===== src/rtl/esc_pkg.sv =====
// shared types, constants and helper functions of the epoch seconds to calendar converter
package esc_pkg;

    // time and calendar constants
    localparam int SECS_PER_MIN  = 60;
    localparam int SECS_PER_HOUR = 3600;
    localparam int SECS_PER_DAY  = 86400;
    localparam int DAYS_PER_YEAR = 365;
    localparam int MONTHS        = 12;

    // pipeline depth: three constant dividers of three stages each in series
    localparam int STAGES = 9;

    // field and intermediate widths
    localparam int W_EPOCH = 32;
    localparam int W_SEC   = 6;
    localparam int W_MIN   = 6;
    localparam int W_HOUR  = 5;
    localparam int W_DOM   = 5;
    localparam int W_MONTH = 4;
    localparam int W_YEAR  = 8;
    localparam int W_DAYS  = 16;
    localparam int W_SOD   = 17;
    localparam int W_SOH   = 12;
    localparam int W_DOY   = 9;

    typedef logic [W_EPOCH-1:0] t_epoch;
    typedef logic [W_SEC-1:0]   t_sec;
    typedef logic [W_MIN-1:0]   t_min;
    typedef logic [W_HOUR-1:0]  t_hour;
    typedef logic [W_DOM-1:0]   t_dom;
    typedef logic [W_MONTH-1:0] t_month;
    typedef logic [W_YEAR-1:0]  t_year;
    typedef logic [W_DOY-1:0]   t_doy;

    // load enables of one three-stage section
    typedef struct packed {
        logic s1;
        logic s2;
        logic s3;
    } t_stage3_en;

    // load enables of the whole pipeline, bit i loads stage i
    typedef struct packed {
        logic [STAGES-1:0] ld;
    } t_pipe_ctl;

    // zero-based first day of each month in a common year
    function automatic t_doy month_start(input logic [W_MONTH-1:0] idx);
        t_doy b;
        case (idx)
            4'd0:    b = 9'd0;
            4'd1:    b = 9'd31;
            4'd2:    b = 9'd59;
            4'd3:    b = 9'd90;
            4'd4:    b = 9'd120;
            4'd5:    b = 9'd151;
            4'd6:    b = 9'd181;
            4'd7:    b = 9'd212;
            4'd8:    b = 9'd243;
            4'd9:    b = 9'd273;
            4'd10:   b = 9'd304;
            4'd11:   b = 9'd334;
            default: b = 9'd0;
        endcase
        return b;
    endfunction

    // leap days in the years before year offset y, every fourth year counted
    function automatic t_year leap_days_before(input t_year y);
        t_year n;
        if (y == '0) begin
            n = '0;
        end else begin
            n = ((y - 8'd1) >> 2) + 8'd1;
        end
        return n;
    endfunction

endpackage


===== src/rtl/esc_in_if.sv =====
// stream interface carrying one epoch timestamp per transfer
interface esc_in_if;
    import esc_pkg::*;

    logic   valid;
    logic   ready;
    t_epoch seconds_since_epoch;

    modport source (output valid, output seconds_since_epoch, input ready);
    modport sink   (input valid, input seconds_since_epoch, output ready);
endinterface


===== src/rtl/esc_out_if.sv =====
// stream interface carrying one calendar date and time per transfer
interface esc_out_if;
    import esc_pkg::*;

    logic   valid;
    logic   ready;
    t_sec   second_of_minute;
    t_min   minute_of_hour;
    t_hour  hour_of_day;
    t_dom   day_of_month;
    t_month month_of_year;
    t_year  year_offset;

    modport source (
        output valid, output second_of_minute, output minute_of_hour,
        output hour_of_day, output day_of_month, output month_of_year,
        output year_offset, input ready
    );
    modport sink (
        input valid, input second_of_minute, input minute_of_hour,
        input hour_of_day, input day_of_month, input month_of_year,
        input year_offset, output ready
    );
endinterface


===== src/rtl/esc_ctl.sv =====
// valid bits and per-stage load enables of the converter pipeline
module esc_ctl (
    input  logic              i_clk,
    input  logic              i_rst_n,
    input  logic              i_valid,
    input  logic              i_ready,
    output logic              o_ready,
    output logic              o_valid,
    output esc_pkg::t_pipe_ctl o_ctl
);
    import esc_pkg::*;

    logic [STAGES-1:0] r_v;
    logic [STAGES-1:0] n_v;
    logic [STAGES:0]   rdy;

    // a stage takes new data when empty or when its content moves on
    always_comb begin
        rdy[STAGES] = i_ready;
        for (int i = STAGES - 1; i >= 0; i--) begin
            rdy[i] = !r_v[i] || rdy[i+1];
        end
        n_v = r_v;
        if (rdy[0]) begin
            n_v[0] = i_valid;
        end
        for (int i = 1; i < STAGES; i++) begin
            if (rdy[i]) begin
                n_v[i] = r_v[i-1];
            end
        end
    end

    always_ff @(posedge i_clk) begin
        if (!i_rst_n) begin
            r_v <= '0;
        end else begin
            r_v <= n_v;
        end
    end

    assign o_ready   = rdy[0];
    assign o_valid   = r_v[STAGES-1];
    assign o_ctl.ld  = rdy[STAGES-1:0];

endmodule


===== src/rtl/esc_cdiv.sv =====
// three-stage divider by a constant: reciprocal multiply, back-multiply, one correction
module esc_cdiv #(
    parameter int XW = 32,
    parameter int D  = 86400,
    parameter int K  = 32,
    parameter int QW = 16,
    parameter int RW = 17
) (
    input  logic                i_clk,
    input  esc_pkg::t_stage3_en i_en,
    input  logic [XW-1:0]       i_x,
    output logic [QW-1:0]       o_q,
    output logic [RW-1:0]       o_r
);
    import esc_pkg::*;

    localparam int DW = $clog2(D);
    localparam int MW = K - DW + 1;
    localparam int PW = XW + MW;
    // floor of 2^K / D: the estimate is never high and at most one low
    localparam logic [MW-1:0] M   = MW'((64'd1 << K) / D);
    localparam logic [XW-1:0] D_X = XW'(D);

    logic [XW-1:0] r_x_a;
    logic [PW-1:0] r_p;
    logic [XW-1:0] r_x_b;
    logic [QW-1:0] r_qe;
    logic [XW-1:0] r_qd;
    logic [QW-1:0] r_q;
    logic [RW-1:0] r_r;

    logic [QW-1:0] q_est;
    logic [XW-1:0] diff;
    logic [XW:0]   diff2;
    logic [QW-1:0] n_q;
    logic [RW-1:0] n_r;

    assign q_est = r_p[K+QW-1:K];

    always_comb begin
        diff  = r_x_b - r_qd;
        diff2 = {1'b0, diff} - {1'b0, D_X};
        if (diff2[XW]) begin
            n_q = r_qe;
            n_r = diff[RW-1:0];
        end else begin
            n_q = r_qe + 1'b1;
            n_r = diff2[RW-1:0];
        end
    end

    always_ff @(posedge i_clk) begin
        if (i_en.s1) begin
            r_x_a <= i_x;
            r_p   <= {{MW{1'b0}}, i_x} * {{XW{1'b0}}, M};
        end
        if (i_en.s2) begin
            r_x_b <= r_x_a;
            r_qe  <= q_est;
            r_qd  <= XW'({{XW{1'b0}}, q_est} * D_X);
        end
        if (i_en.s3) begin
            r_q <= n_q;
            r_r <= n_r;
        end
    end

    assign o_q = r_q;
    assign o_r = r_r;

endmodule


===== src/rtl/esc_date.sv =====
// leap-day correction of the year estimate, month search and day of month
module esc_date (
    input  logic                i_clk,
    input  esc_pkg::t_stage3_en i_en,
    input  esc_pkg::t_year      i_year_est,
    input  esc_pkg::t_doy       i_doy_est,
    output esc_pkg::t_year      o_year,
    output esc_pkg::t_month     o_month,
    output esc_pkg::t_dom       o_dom
);
    import esc_pkg::*;

    t_year  r_year_a;
    t_doy   r_doy_a;
    t_year  r_year_b;
    t_doy   r_doy_b;
    t_month r_month_b;
    t_doy   r_bound_b;
    t_year  r_year_c;
    t_month r_month_c;
    t_dom   r_dom_c;

    t_year  lead;
    t_year  lead_prev;
    t_year  n_year;
    t_doy   n_doy;
    logic   leap;
    t_doy   b;
    t_month n_month;
    t_doy   n_bound;

    // stage one: subtract the leap days, or step back a year when they do not fit
    always_comb begin
        lead      = leap_days_before(i_year_est);
        lead_prev = leap_days_before(i_year_est - 8'd1);
        if (i_doy_est >= {1'b0, lead}) begin
            n_year = i_year_est;
            n_doy  = i_doy_est - {1'b0, lead};
        end else begin
            n_year = i_year_est - 8'd1;
            n_doy  = W_DOY'({1'b0, i_doy_est} + 10'(DAYS_PER_YEAR) - {2'b00, lead_prev});
        end
    end

    // stage two: last month whose first day is not after the day of year
    always_comb begin
        leap    = (r_year_a[1:0] == 2'b00);
        n_month = 4'd1;
        n_bound = '0;
        for (int i = 1; i < MONTHS; i++) begin
            b = month_start(W_MONTH'(i)) + ((i >= 2) ? {8'd0, leap} : 9'd0);
            if (r_doy_a >= b) begin
                n_month = W_MONTH'(i + 1);
                n_bound = b;
            end
        end
    end

    always_ff @(posedge i_clk) begin
        if (i_en.s1) begin
            r_year_a <= n_year;
            r_doy_a  <= n_doy;
        end
        if (i_en.s2) begin
            r_year_b  <= r_year_a;
            r_doy_b   <= r_doy_a;
            r_month_b <= n_month;
            r_bound_b <= n_bound;
        end
        if (i_en.s3) begin
            r_year_c  <= r_year_b;
            r_month_c <= r_month_b;
            r_dom_c   <= W_DOM'(r_doy_b - r_bound_b + 9'd1);
        end
    end

    assign o_year  = r_year_c;
    assign o_month = r_month_c;
    assign o_dom   = r_dom_c;

endmodule


===== src/rtl/epoch_seconds_to_calendar_core.sv =====
// top level of the epoch seconds to calendar date converter
//
// Converts an unsigned 32-bit count of seconds since midnight 1 January 2000 into
// second, minute, hour, day of month, month (January is 1) and year offset from
// 2000 (calendar year = offset + 2000). Every fourth year is taken as a leap year,
// so dates match the Gregorian calendar through 2099; 2100 is treated as a leap
// year. The converter takes one timestamp every clock cycle unless the output
// stalls, and returns the results in order. The pipeline is three divisions by a
// constant in series (seconds per day, then seconds per hour alongside days per
// year, then seconds per minute alongside the month search), each spread over
// three register stages. Back-pressure on the output stalls only the stages that
// hold data, so empty stages keep filling while a result waits.
module epoch_seconds_to_calendar_core (
    input  logic       i_clk,
    input  logic       i_rst_n,
    esc_in_if.sink     i_sec,
    esc_out_if.source  o_cal
);
    import esc_pkg::*;

    t_pipe_ctl ctl;
    logic      out_valid;

    // stage enables of the three sections
    t_stage3_en en_a;
    t_stage3_en en_b;
    t_stage3_en en_c;

    // section a outputs: whole days and second of day
    logic [W_DAYS-1:0] days;
    logic [W_SOD-1:0]  sod;

    // section b outputs: hour with second of hour, year estimate with day of year
    t_hour             hour_b;
    logic [W_SOH-1:0]  soh;
    t_year             year_est;
    t_doy              doy_est;

    // section c outputs
    t_min   min_c;
    t_sec   sec_c;
    t_year  year_c;
    t_month month_c;
    t_dom   dom_c;

    // hour travels alongside section c
    t_hour r_hour_c1;
    t_hour r_hour_c2;
    t_hour r_hour_c3;

    // pipeline control: valid bits and bubble-filling load enables
    esc_ctl u_ctl (
        .i_clk   (i_clk),
        .i_rst_n (i_rst_n),
        .i_valid (i_sec.valid),
        .i_ready (o_cal.ready),
        .o_ready (i_sec.ready),
        .o_valid (out_valid),
        .o_ctl   (ctl)
    );

    assign en_a = '{s1: ctl.ld[0], s2: ctl.ld[1], s3: ctl.ld[2]};
    assign en_b = '{s1: ctl.ld[3], s2: ctl.ld[4], s3: ctl.ld[5]};
    assign en_c = '{s1: ctl.ld[6], s2: ctl.ld[7], s3: ctl.ld[8]};

    // section a: seconds into days and second of day
    esc_cdiv #(
        .XW (W_EPOCH),
        .D  (SECS_PER_DAY),
        .K  (W_EPOCH),
        .QW (W_DAYS),
        .RW (W_SOD)
    ) u_div_day (
        .i_clk (i_clk),
        .i_en  (en_a),
        .i_x   (i_sec.seconds_since_epoch),
        .o_q   (days),
        .o_r   (sod)
    );

    // section b: hour of day
    esc_cdiv #(
        .XW (W_SOD),
        .D  (SECS_PER_HOUR),
        .K  (W_SOD),
        .QW (W_HOUR),
        .RW (W_SOH)
    ) u_div_hour (
        .i_clk (i_clk),
        .i_en  (en_b),
        .i_x   (sod),
        .o_q   (hour_b),
        .o_r   (soh)
    );

    // section b: year estimate from whole common years
    esc_cdiv #(
        .XW (W_DAYS),
        .D  (DAYS_PER_YEAR),
        .K  (W_DAYS),
        .QW (W_YEAR),
        .RW (W_DOY)
    ) u_div_year (
        .i_clk (i_clk),
        .i_en  (en_b),
        .i_x   (days),
        .o_q   (year_est),
        .o_r   (doy_est)
    );

    // section c: minute and second
    esc_cdiv #(
        .XW (W_SOH),
        .D  (SECS_PER_MIN),
        .K  (W_SOH),
        .QW (W_MIN),
        .RW (W_SEC)
    ) u_div_min (
        .i_clk (i_clk),
        .i_en  (en_c),
        .i_x   (soh),
        .o_q   (min_c),
        .o_r   (sec_c)
    );

    // section c: leap correction and month search
    esc_date u_date (
        .i_clk      (i_clk),
        .i_en       (en_c),
        .i_year_est (year_est),
        .i_doy_est  (doy_est),
        .o_year     (year_c),
        .o_month    (month_c),
        .o_dom      (dom_c)
    );

    always_ff @(posedge i_clk) begin
        if (en_c.s1) begin
            r_hour_c1 <= hour_b;
        end
        if (en_c.s2) begin
            r_hour_c2 <= r_hour_c1;
        end
        if (en_c.s3) begin
            r_hour_c3 <= r_hour_c2;
        end
    end

    // last stage registers are the output register
    assign o_cal.valid            = out_valid;
    assign o_cal.second_of_minute = sec_c;
    assign o_cal.minute_of_hour   = min_c;
    assign o_cal.hour_of_day      = r_hour_c3;
    assign o_cal.day_of_month     = dom_c;
    assign o_cal.month_of_year    = month_c;
    assign o_cal.year_offset      = year_c;

    // an empty output stage means every stage can take data
    a_ready_when_drained: assert property (
        @(posedge i_clk) disable iff (!i_rst_n)
        !o_cal.valid |-> i_sec.ready
    ) else $error("input not ready while output stage empty");

    // every delivered field lies within its calendar range
    a_field_ranges: assert property (
        @(posedge i_clk) disable iff (!i_rst_n)
        o_cal.valid |-> (o_cal.second_of_minute < 6'd60) && (o_cal.minute_of_hour < 6'd60)
            && (o_cal.hour_of_day < 5'd24) && (o_cal.day_of_month != 5'd0)
            && (o_cal.month_of_year != 4'd0) && (o_cal.month_of_year <= 4'd12)
            && (o_cal.year_offset <= 8'd136)
    ) else $error("calendar field out of range");

    // february never passes day 29
    a_february_length: assert property (
        @(posedge i_clk) disable iff (!i_rst_n)
        o_cal.valid && (o_cal.month_of_year == 4'd2) |-> (o_cal.day_of_month <= 5'd29)
    ) else $error("february day out of range");

    // thirty-day months never reach day 31
    a_short_month_length: assert property (
        @(posedge i_clk) disable iff (!i_rst_n)
        o_cal.valid && ((o_cal.month_of_year == 4'd4) || (o_cal.month_of_year == 4'd6)
            || (o_cal.month_of_year == 4'd9) || (o_cal.month_of_year == 4'd11))
        |-> (o_cal.day_of_month <= 5'd30)
    ) else $error("thirty-day month day out of range");

endmodule


===== src/flat_wrapper.sv =====
// flat-port wrapper written by rule: the top's interface ports become plain ports
module epoch_seconds_to_calendar_core_flat import esc_pkg::*;
  (i_clk, i_rst_n, i_sec_valid, i_sec_seconds_since_epoch, i_sec_ready, o_cal_valid, o_cal_second_of_minute, o_cal_minute_of_hour, o_cal_hour_of_day, o_cal_day_of_month, o_cal_month_of_year, o_cal_year_offset, o_cal_ready);
  esc_in_if i_sec_i ();
  esc_out_if o_cal_i ();
  input  logic i_clk;
  input  logic i_rst_n;
  input wire logic [$bits(i_sec_i.valid)-1:0] i_sec_valid;
  input wire logic [$bits(i_sec_i.seconds_since_epoch)-1:0] i_sec_seconds_since_epoch;
  output wire logic [$bits(i_sec_i.ready)-1:0] i_sec_ready;
  output wire logic [$bits(o_cal_i.valid)-1:0] o_cal_valid;
  output wire logic [$bits(o_cal_i.second_of_minute)-1:0] o_cal_second_of_minute;
  output wire logic [$bits(o_cal_i.minute_of_hour)-1:0] o_cal_minute_of_hour;
  output wire logic [$bits(o_cal_i.hour_of_day)-1:0] o_cal_hour_of_day;
  output wire logic [$bits(o_cal_i.day_of_month)-1:0] o_cal_day_of_month;
  output wire logic [$bits(o_cal_i.month_of_year)-1:0] o_cal_month_of_year;
  output wire logic [$bits(o_cal_i.year_offset)-1:0] o_cal_year_offset;
  input wire logic [$bits(o_cal_i.ready)-1:0] o_cal_ready;
  assign i_sec_i.valid = i_sec_valid;
  assign i_sec_i.seconds_since_epoch = i_sec_seconds_since_epoch;
  assign i_sec_ready = i_sec_i.ready;
  assign o_cal_valid = o_cal_i.valid;
  assign o_cal_second_of_minute = o_cal_i.second_of_minute;
  assign o_cal_minute_of_hour = o_cal_i.minute_of_hour;
  assign o_cal_hour_of_day = o_cal_i.hour_of_day;
  assign o_cal_day_of_month = o_cal_i.day_of_month;
  assign o_cal_month_of_year = o_cal_i.month_of_year;
  assign o_cal_year_offset = o_cal_i.year_offset;
  assign o_cal_i.ready = o_cal_ready;
  epoch_seconds_to_calendar_core u_core (.i_clk(i_clk), .i_rst_n(i_rst_n), .i_sec(i_sec_i), .o_cal(o_cal_i));
endmodule

===== config.mk =====
export PLATFORM = sky130hd
export DESIGN_NAME = epoch_seconds_to_calendar_core_flat
export DESIGN_NICKNAME = d
export VERILOG_FILES = /design/src/rtl/esc_pkg.sv /design/src/rtl/esc_in_if.sv /design/src/rtl/esc_out_if.sv /design/src/rtl/esc_ctl.sv /design/src/rtl/esc_cdiv.sv /design/src/rtl/esc_date.sv /design/src/rtl/epoch_seconds_to_calendar_core.sv /design/src/flat_wrapper.sv
export SDC_FILE = /design/constraint.sdc
export NUM_CORES = 2
export LEC_CHECK = 0
export BUFFER_PORTS_ARGS = -buffer_cell sky130_fd_sc_hd__buf_2
export CAP_MARGIN = 10
export CORE_MARGIN = 5
export CORE_UTILIZATION = 40
export DETAILED_ROUTE_END_ITERATION = 12
export PLACE_DENSITY = 0.55
export REMOVE_ABC_BUFFERS = 1
export SLEW_MARGIN = 25
export SYNTH_ARGS = -nofsm -noshare
export SYNTH_HDL_FRONTEND = slang
export SYNTH_SLANG_ARGS = --single-unit

===== constraint.sdc =====
create_clock -name i_clk -period 16.2 [get_ports i_clk]
set_clock_uncertainty 0.2 [all_clocks]
set_input_delay 0.81 -clock i_clk [delete_from_list [all_inputs] [get_ports i_clk]]
set_output_delay 0.81 -clock i_clk [all_outputs]
set_load 0.1 [all_outputs]

Word level (Yosys, flattened, before mapping)
Cells that the tools add are included.
Widths: inputs -> output; s select.
- bits in registers: 519
- input bits: 36
- output and inout bits: 36
- word-level logic and storage cells: 156
- $add $sub $neg: 31
- multiply operators: 8
- $lt $le $gt $ge: 12
- mux-type cells: 33
- reduce and logical (&&, ||, !) cells: 22
- operators with widths (kind ; count):
    $ge 9x9->1 ; 7
    $mux 5 ; 12
    $mul 32x15->47 const B ; 1
    $add 8x1->9 const A ; 4
    $sub 32x17->33 const B ; 1
    $mux 8 ; 4
    $sub 32x32->32 ; 1
    $add 9x1->9 const A ; 3
    $ge 9x8->1 ; 3
    $mul 16x10->25 const B ; 1
    $mul 16x8->24 const B ; 1
    $mul 17x4->20 const B ; 1
    $mux 4 ; 5
    $mux 9 ; 2
    $sub 17x12->18 const B ; 1
    $sub 9x8->9 ; 2
    $mux 17 ; 1
    $sub 16x9->17 const B ; 1
    $sub 17x17->17 ; 1
    $add 16x1->16 const B ; 1
    $add 7x1->8 const A ; 2
    $logic_not 8->1 ; 2
    $mul 12x5->16 const B ; 1
    $mul 8x9->16 const B ; 1
    other kinds (24) ; 47

Longest topological paths before layout
- depth after elaboration: 13
- gate-level depth with buffers: 23
- mapped depth without buffers: 23

Modules after synthesis
A second synthesis with hierarchy kept.
- cells, all modules: 3104
- area, all modules: 35645.4 um^2
- by module, submodules not included (module ; instances ; cells an instance ; area an instance (um^2) ; sequential area each (um^2)):
    esc_cdiv (u_core.u_div_day) ; 1 ; 1439 ; 16220.6 ; 4594.4
    esc_cdiv (u_core.u_div_year) ; 1 ; 648 ; 7179.4 ; 2372.3
    esc_cdiv (u_core.u_div_hour) ; 1 ; 305 ; 4007.6 ; 2042.0
    esc_date ; 1 ; 386 ; 3983.8 ; 1681.6
    esc_cdiv (u_core.u_div_min) ; 1 ; 267 ; 3427.0 ; 1711.6
    epoch_seconds_to_calendar_core ; 1 ; 15 ; 450.4 ; 450.4
    esc_ctl ; 1 ; 44 ; 376.6 ; 180.2

Worst setup path before layout
OpenSTA, ideal clock, no wires.
- path type: in2reg
- from: in i_sec_seconds_since_epoch[13]
- to: reg u_core.u_div_day.r_p[47], data pin
- library setup time: 0.260 ns
- arrival time: 5.996 ns
- required time: 15.740 ns
- setup slack: 9.744 ns
- stages: 21
- buffers on the path: 0
- cell sequence: inv_1 fa_1 inv_1 ha_1 ha_1 fa_1 fa_1 inv_1 fa_1 inv_1 ha_1 a21oi_1 nand2_1 a2111oi_0 a311oi_1 o21a_1 a41oi_1 o311ai_0 a21oi_1 o21bai_1 xnor2_1
- longest elaborated chain between the ends: 1
- ends and longest elaborated chain (element ; line ; text):
    from (decl) ; flat_wrapper.sv:9 ; input wire logic [$bits(i_sec_i.seconds_since_epoch)-1:0] i_sec_seconds_since_epoch;
    $mul 32x15->47 ; esc_cdiv.sv:55 ; r_p <= {{MW{1'b0}}, i_x} * {{XW{1'b0}}, M};
    to (signal assigned) ; esc_cdiv.sv:55 ;
    to (decl) ; esc_cdiv.sv:25 ; logic [PW-1:0] r_p;
Every way passes these cells.
A chain may end at the register's enable or synchronous reset.

Final worst setup path
- from: in i_sec_seconds_since_epoch[15]
- to: reg u_core.u_div_day.r_p[47], data pin
The elaborated chain is that of the path after synthesis.

==> metrics.yaml <==
global_routing:
  grt_max_degree: 73
  grt_pass1_wl_um: 110000
  track_usage_pct: 14.6
  grt-ovfl-total: 0
  grt_antenna_before_repair: 0
  grt_pass1_vias: 22174
drt:
  routedWlPerCell_um: 15.4
  viasPerCell: 4.92
  route.detailed.drc: 0
  totalWireLength_um: 65200
  drtAntennaViolNets: 0
  detail_route.first_pass.iterations: 5
  vias: 20833
  first_iter_violations: 898
layout:
  n_antenna_cell: 0
  fillCellCount: 7912
  drive_gt1_share_pct: 6.38
  syn2layout_area_growth_pct: 10.6
  final_nets: 3908
critical_path:
  reg2reg_slack_ns: 10.47
  critPathLaunchType: "primary input"
  cp_slowest_cell: "a2111oi_0"
  cp_data_arrival_time_ns: 6.85
  cp-endpoint: "u_core.u_div_day.r_p[47]"
  slowest_delay_ns: 0.57
  cp_num_cells: 22
  path_cells: "buf_2 > inv_1 > fa_1 > inv_1 > ha_1 > ha_1 > fa_1 > fa_1 > inv_1 > fa_1 > inv_1 > ha_1 > a21oi_1 > nand2_1 > a2111oi_0 > a311oi_1 > o21a_1 > a41oi_1 > o311ai_0 > a21oi_1 > o21bai_1 > xnor2_1"
  endpoint_kind: "flip-flop"
  timing.rr.end: "u_core.u_div_day.r_qd[31]"
  startpoint: "i_sec_seconds_since_epoch[15]"
  path_buf_inv: 5
  r2r-start: "u_core.u_div_day.r_p[33]"
  reg2reg_depth: 21
  crit_fanout: 6
  critical_path.top_delay_family: "adder cells"
  crit_type: "primary input to flip-flop"
  worstPathRequired_ns: 16.35
clock_tree:
  cts_sinks: 437
  cts-resized-gates: 0
  cts_setup_buffers: 0
  ctsRootBufferMaster: "clkbuf_16"
  clockBufferDepth: 3
  htreeDepth: 2
  cts_tree: "built"
  path_clk_slew_ns: 0.06
  hold_buffers: 0
  cts_buffers: 50
  insertion_delay_ns: 0.60
min_path:
  hold_path.class: "flip-flop to flip-flop"
timing:
  min_period_over_period_pct: 41.3
  tns_ns: 0
  rsz0062_at_grt: "false"
  fmax_ghz: 0.149
  fin_crit_ns: 6.69
  finalHoldViolCount: 0
  tightestPinTransition_ns: 0.988
  setup_viol: 0
  slew-limit-headroom_pct: 34.1
  slew_violations: 0
placed_design:
  io_buffers: 71
  gp_congestion: 0.862
  hpwl_um: 52100
die:
  num_rows: 107
  die_height_um: 303
  die-area_um2: 91600
  core_um2: 85100
  ioPinCount: 72
  start_util_pct: 40.2
  fp.dieW_um: 303
logic_synthesis:
  synth_area_um2: 34300
  yosysSeqAreaShare_pct: 38.0
  synth_warnings: 0
  synth_area_per_cell_um2: 11.7
  synth_flop_cell: "edfxtp_1"
  synth_cell_types: 80
  async_flop_share_pct: 0
  synth_cells: 2930
  ys_ff_latch: 437
  synth-edff-count: 428
run_status:
  outcome: "finished, final reports clean"
job:
  maxCapViolations: 0
## placed cells by master (no fill, tap or decap), drive strengths merged, types with 8 or more instances in the layout
| master | instances |
|---|---|
| clkbuf | 55 |
| clkinvlp | 8 |
| nor3 | 37 |
| a21oi | 117 |
| o21ai | 78 |
| xor2 | 51 |
| or3 | 11 |
| o21a | 29 |
| a211oi | 9 |
| fa | 234 |
| and2 | 15 |
| buf | 83 |
| a31oi | 9 |
| edfxtp | 428 |
| nand2 | 100 |
| nor2 | 110 |
| a21o | 56 |
| a21boi | 18 |
| nand4 | 33 |
| clkinv | 16 |
| nand3 | 36 |
| dfxtp | 9 |
| o211ai | 14 |
| nand2b | 26 |
| and3 | 13 |
| ha | 589 |
| inv | 583 |
| nor2b | 25 |
| bufinv | 10 |
| xnor2 | 149 |
| o21bai | 20 |
## cell type report
class | count | area (um2) | area share (%)
repair buffers | 83 | 445 | 1.18
clock inverters | 38 | 539 | 1.42
multi-input cells | 1898 | 19000 | 50.1
inverters | 579 | 2170 | 5.74
well taps | 1144 | 1430 | 3.78
flip-flops and latches | 437 | 13000 | 34.4
clock buffers | 55 | 1280 | 3.38
## metrics by stage
step | instance area [um2] | utilization (%) | hold slack, ns | std cells | setup slack (ns)
finish | 37900 | 44.5 | 0.210 | 4234 | 9.51
global route | 37900 | 44.5 | 0.219 | 4234 | 9.10
CTS | 37900 | 44.5 | 0.209 | 4234 | 9.47
detailed placement | 36100 | 42.3 | 0.205 | 4141 | 8.83
global placement | 36100 | 42.3 | 0.202 | 4141 | 8.86
floorplan | 34200 | - | 0.200 | 2914 | 9.74
## cell families after synthesis
group                    synth area share [%]
buffers and inverters                    6.59
adder cells (fa/ha/maj)                  35.2
AO/OA/AOI/OAI                            8.49
multiplexers                            0.314
flip-flops                               38.0
AND/OR/NAND/NOR                          6.23
XOR/XNOR                                 5.14
## worst reg2reg max path, cell delays in order (launching register included)
cell	delay [ns]
edfxtp_1	0.54
ha_1	0.35
inv_1	0.11
fa_1	0.46
fa_1	0.52
inv_1	0.04
ha_1	0.26
inv_1	0.05
fa_1	0.50
inv_1	0.04
ha_1	0.36
a21o_1	0.20
a21o_1	0.18
a21oi_1	0.24
nor2_1	0.08
a21oi_1	0.13
o31ai_1	0.09
buf_4	0.17
o41ai_1	0.51
o21ai_0	0.17
a21oi_1	0.20
xnor2_1	0.08
## synth_stat cells (37+ instances only)
| master | n | area [um2] |
|---|---|---|
| nor3_1 | 37 | 185 |
| xor2_1 | 51 | 447 |
| ha_1 | 589 | 7370 |
| fa_1 | 234 | 4680 |
| xnor2_1 | 148 | 1300 |
| o21ai_0 | 77 | 385 |
| a21oi_1 | 116 | 581 |
| nand2_1 | 100 | 375 |
| nor2_1 | 110 | 413 |
| edfxtp_1 | 428 | 12900 |
| a21o_1 | 56 | 420 |
| inv_1 | 579 | 2170 |
## metal layers
layer / GRT usage (%) / wire length, um
met5: 0 / 0
met4: 3.78 / 1540
met3: 1.72 / 1860
met2: 25.8 / 32200
met1: 19.1 / 29500
## how the worst min path moves through the flow
stage / startpoint / endpoint / depth (start not counted)
global placement: u_core.u_div_hour.r_x_a[4] / u_core.u_div_hour.r_x_b[4] / 0
detailed placement: u_core.r_hour_c1[3] / u_core.r_hour_c2[3] / 0
finish: u_core.u_div_hour.r_x_a[5] / u_core.u_div_hour.r_x_b[5] / 0
floorplan: u_core.r_hour_c2[0] / u_core.o_cal.hour_of_day[0] / 0
global route: u_core.u_div_hour.o_q[4] / u_core.r_hour_c1[4] / 0
CTS: u_core.u_div_hour.r_x_a[5] / u_core.u_div_hour.r_x_b[5] / 0
## sequential cells by signal, indices dropped and copies added, names as in the netlist, 9 cells and up
name and flops:
u_core.u_ctl.r_v 9, u_core.u_date.r_doy_a 9, u_core.u_div_day.o_q 16, u_core.u_div_day.o_r 17
u_core.u_div_day.r_p 16, u_core.u_div_day.r_qd 24, u_core.u_div_day.r_qe 16, u_core.u_div_day.r_x_a 32
u_core.u_div_day.r_x_b 32, u_core.u_div_hour.o_r 12, u_core.u_div_hour.r_x_a 17, u_core.u_div_hour.r_x_b 17
u_core.u_div_min.r_qd 9, u_core.u_div_min.r_x_a 12, u_core.u_div_min.r_x_b 12, u_core.u_div_year.o_r 9
u_core.u_div_year.r_qd 14, u_core.u_div_year.r_x_a 16, u_core.u_div_year.r_x_b 16
Power is not shown: default switching activity piles up to over one toggle a cycle in this logic, so the estimate is an artifact.
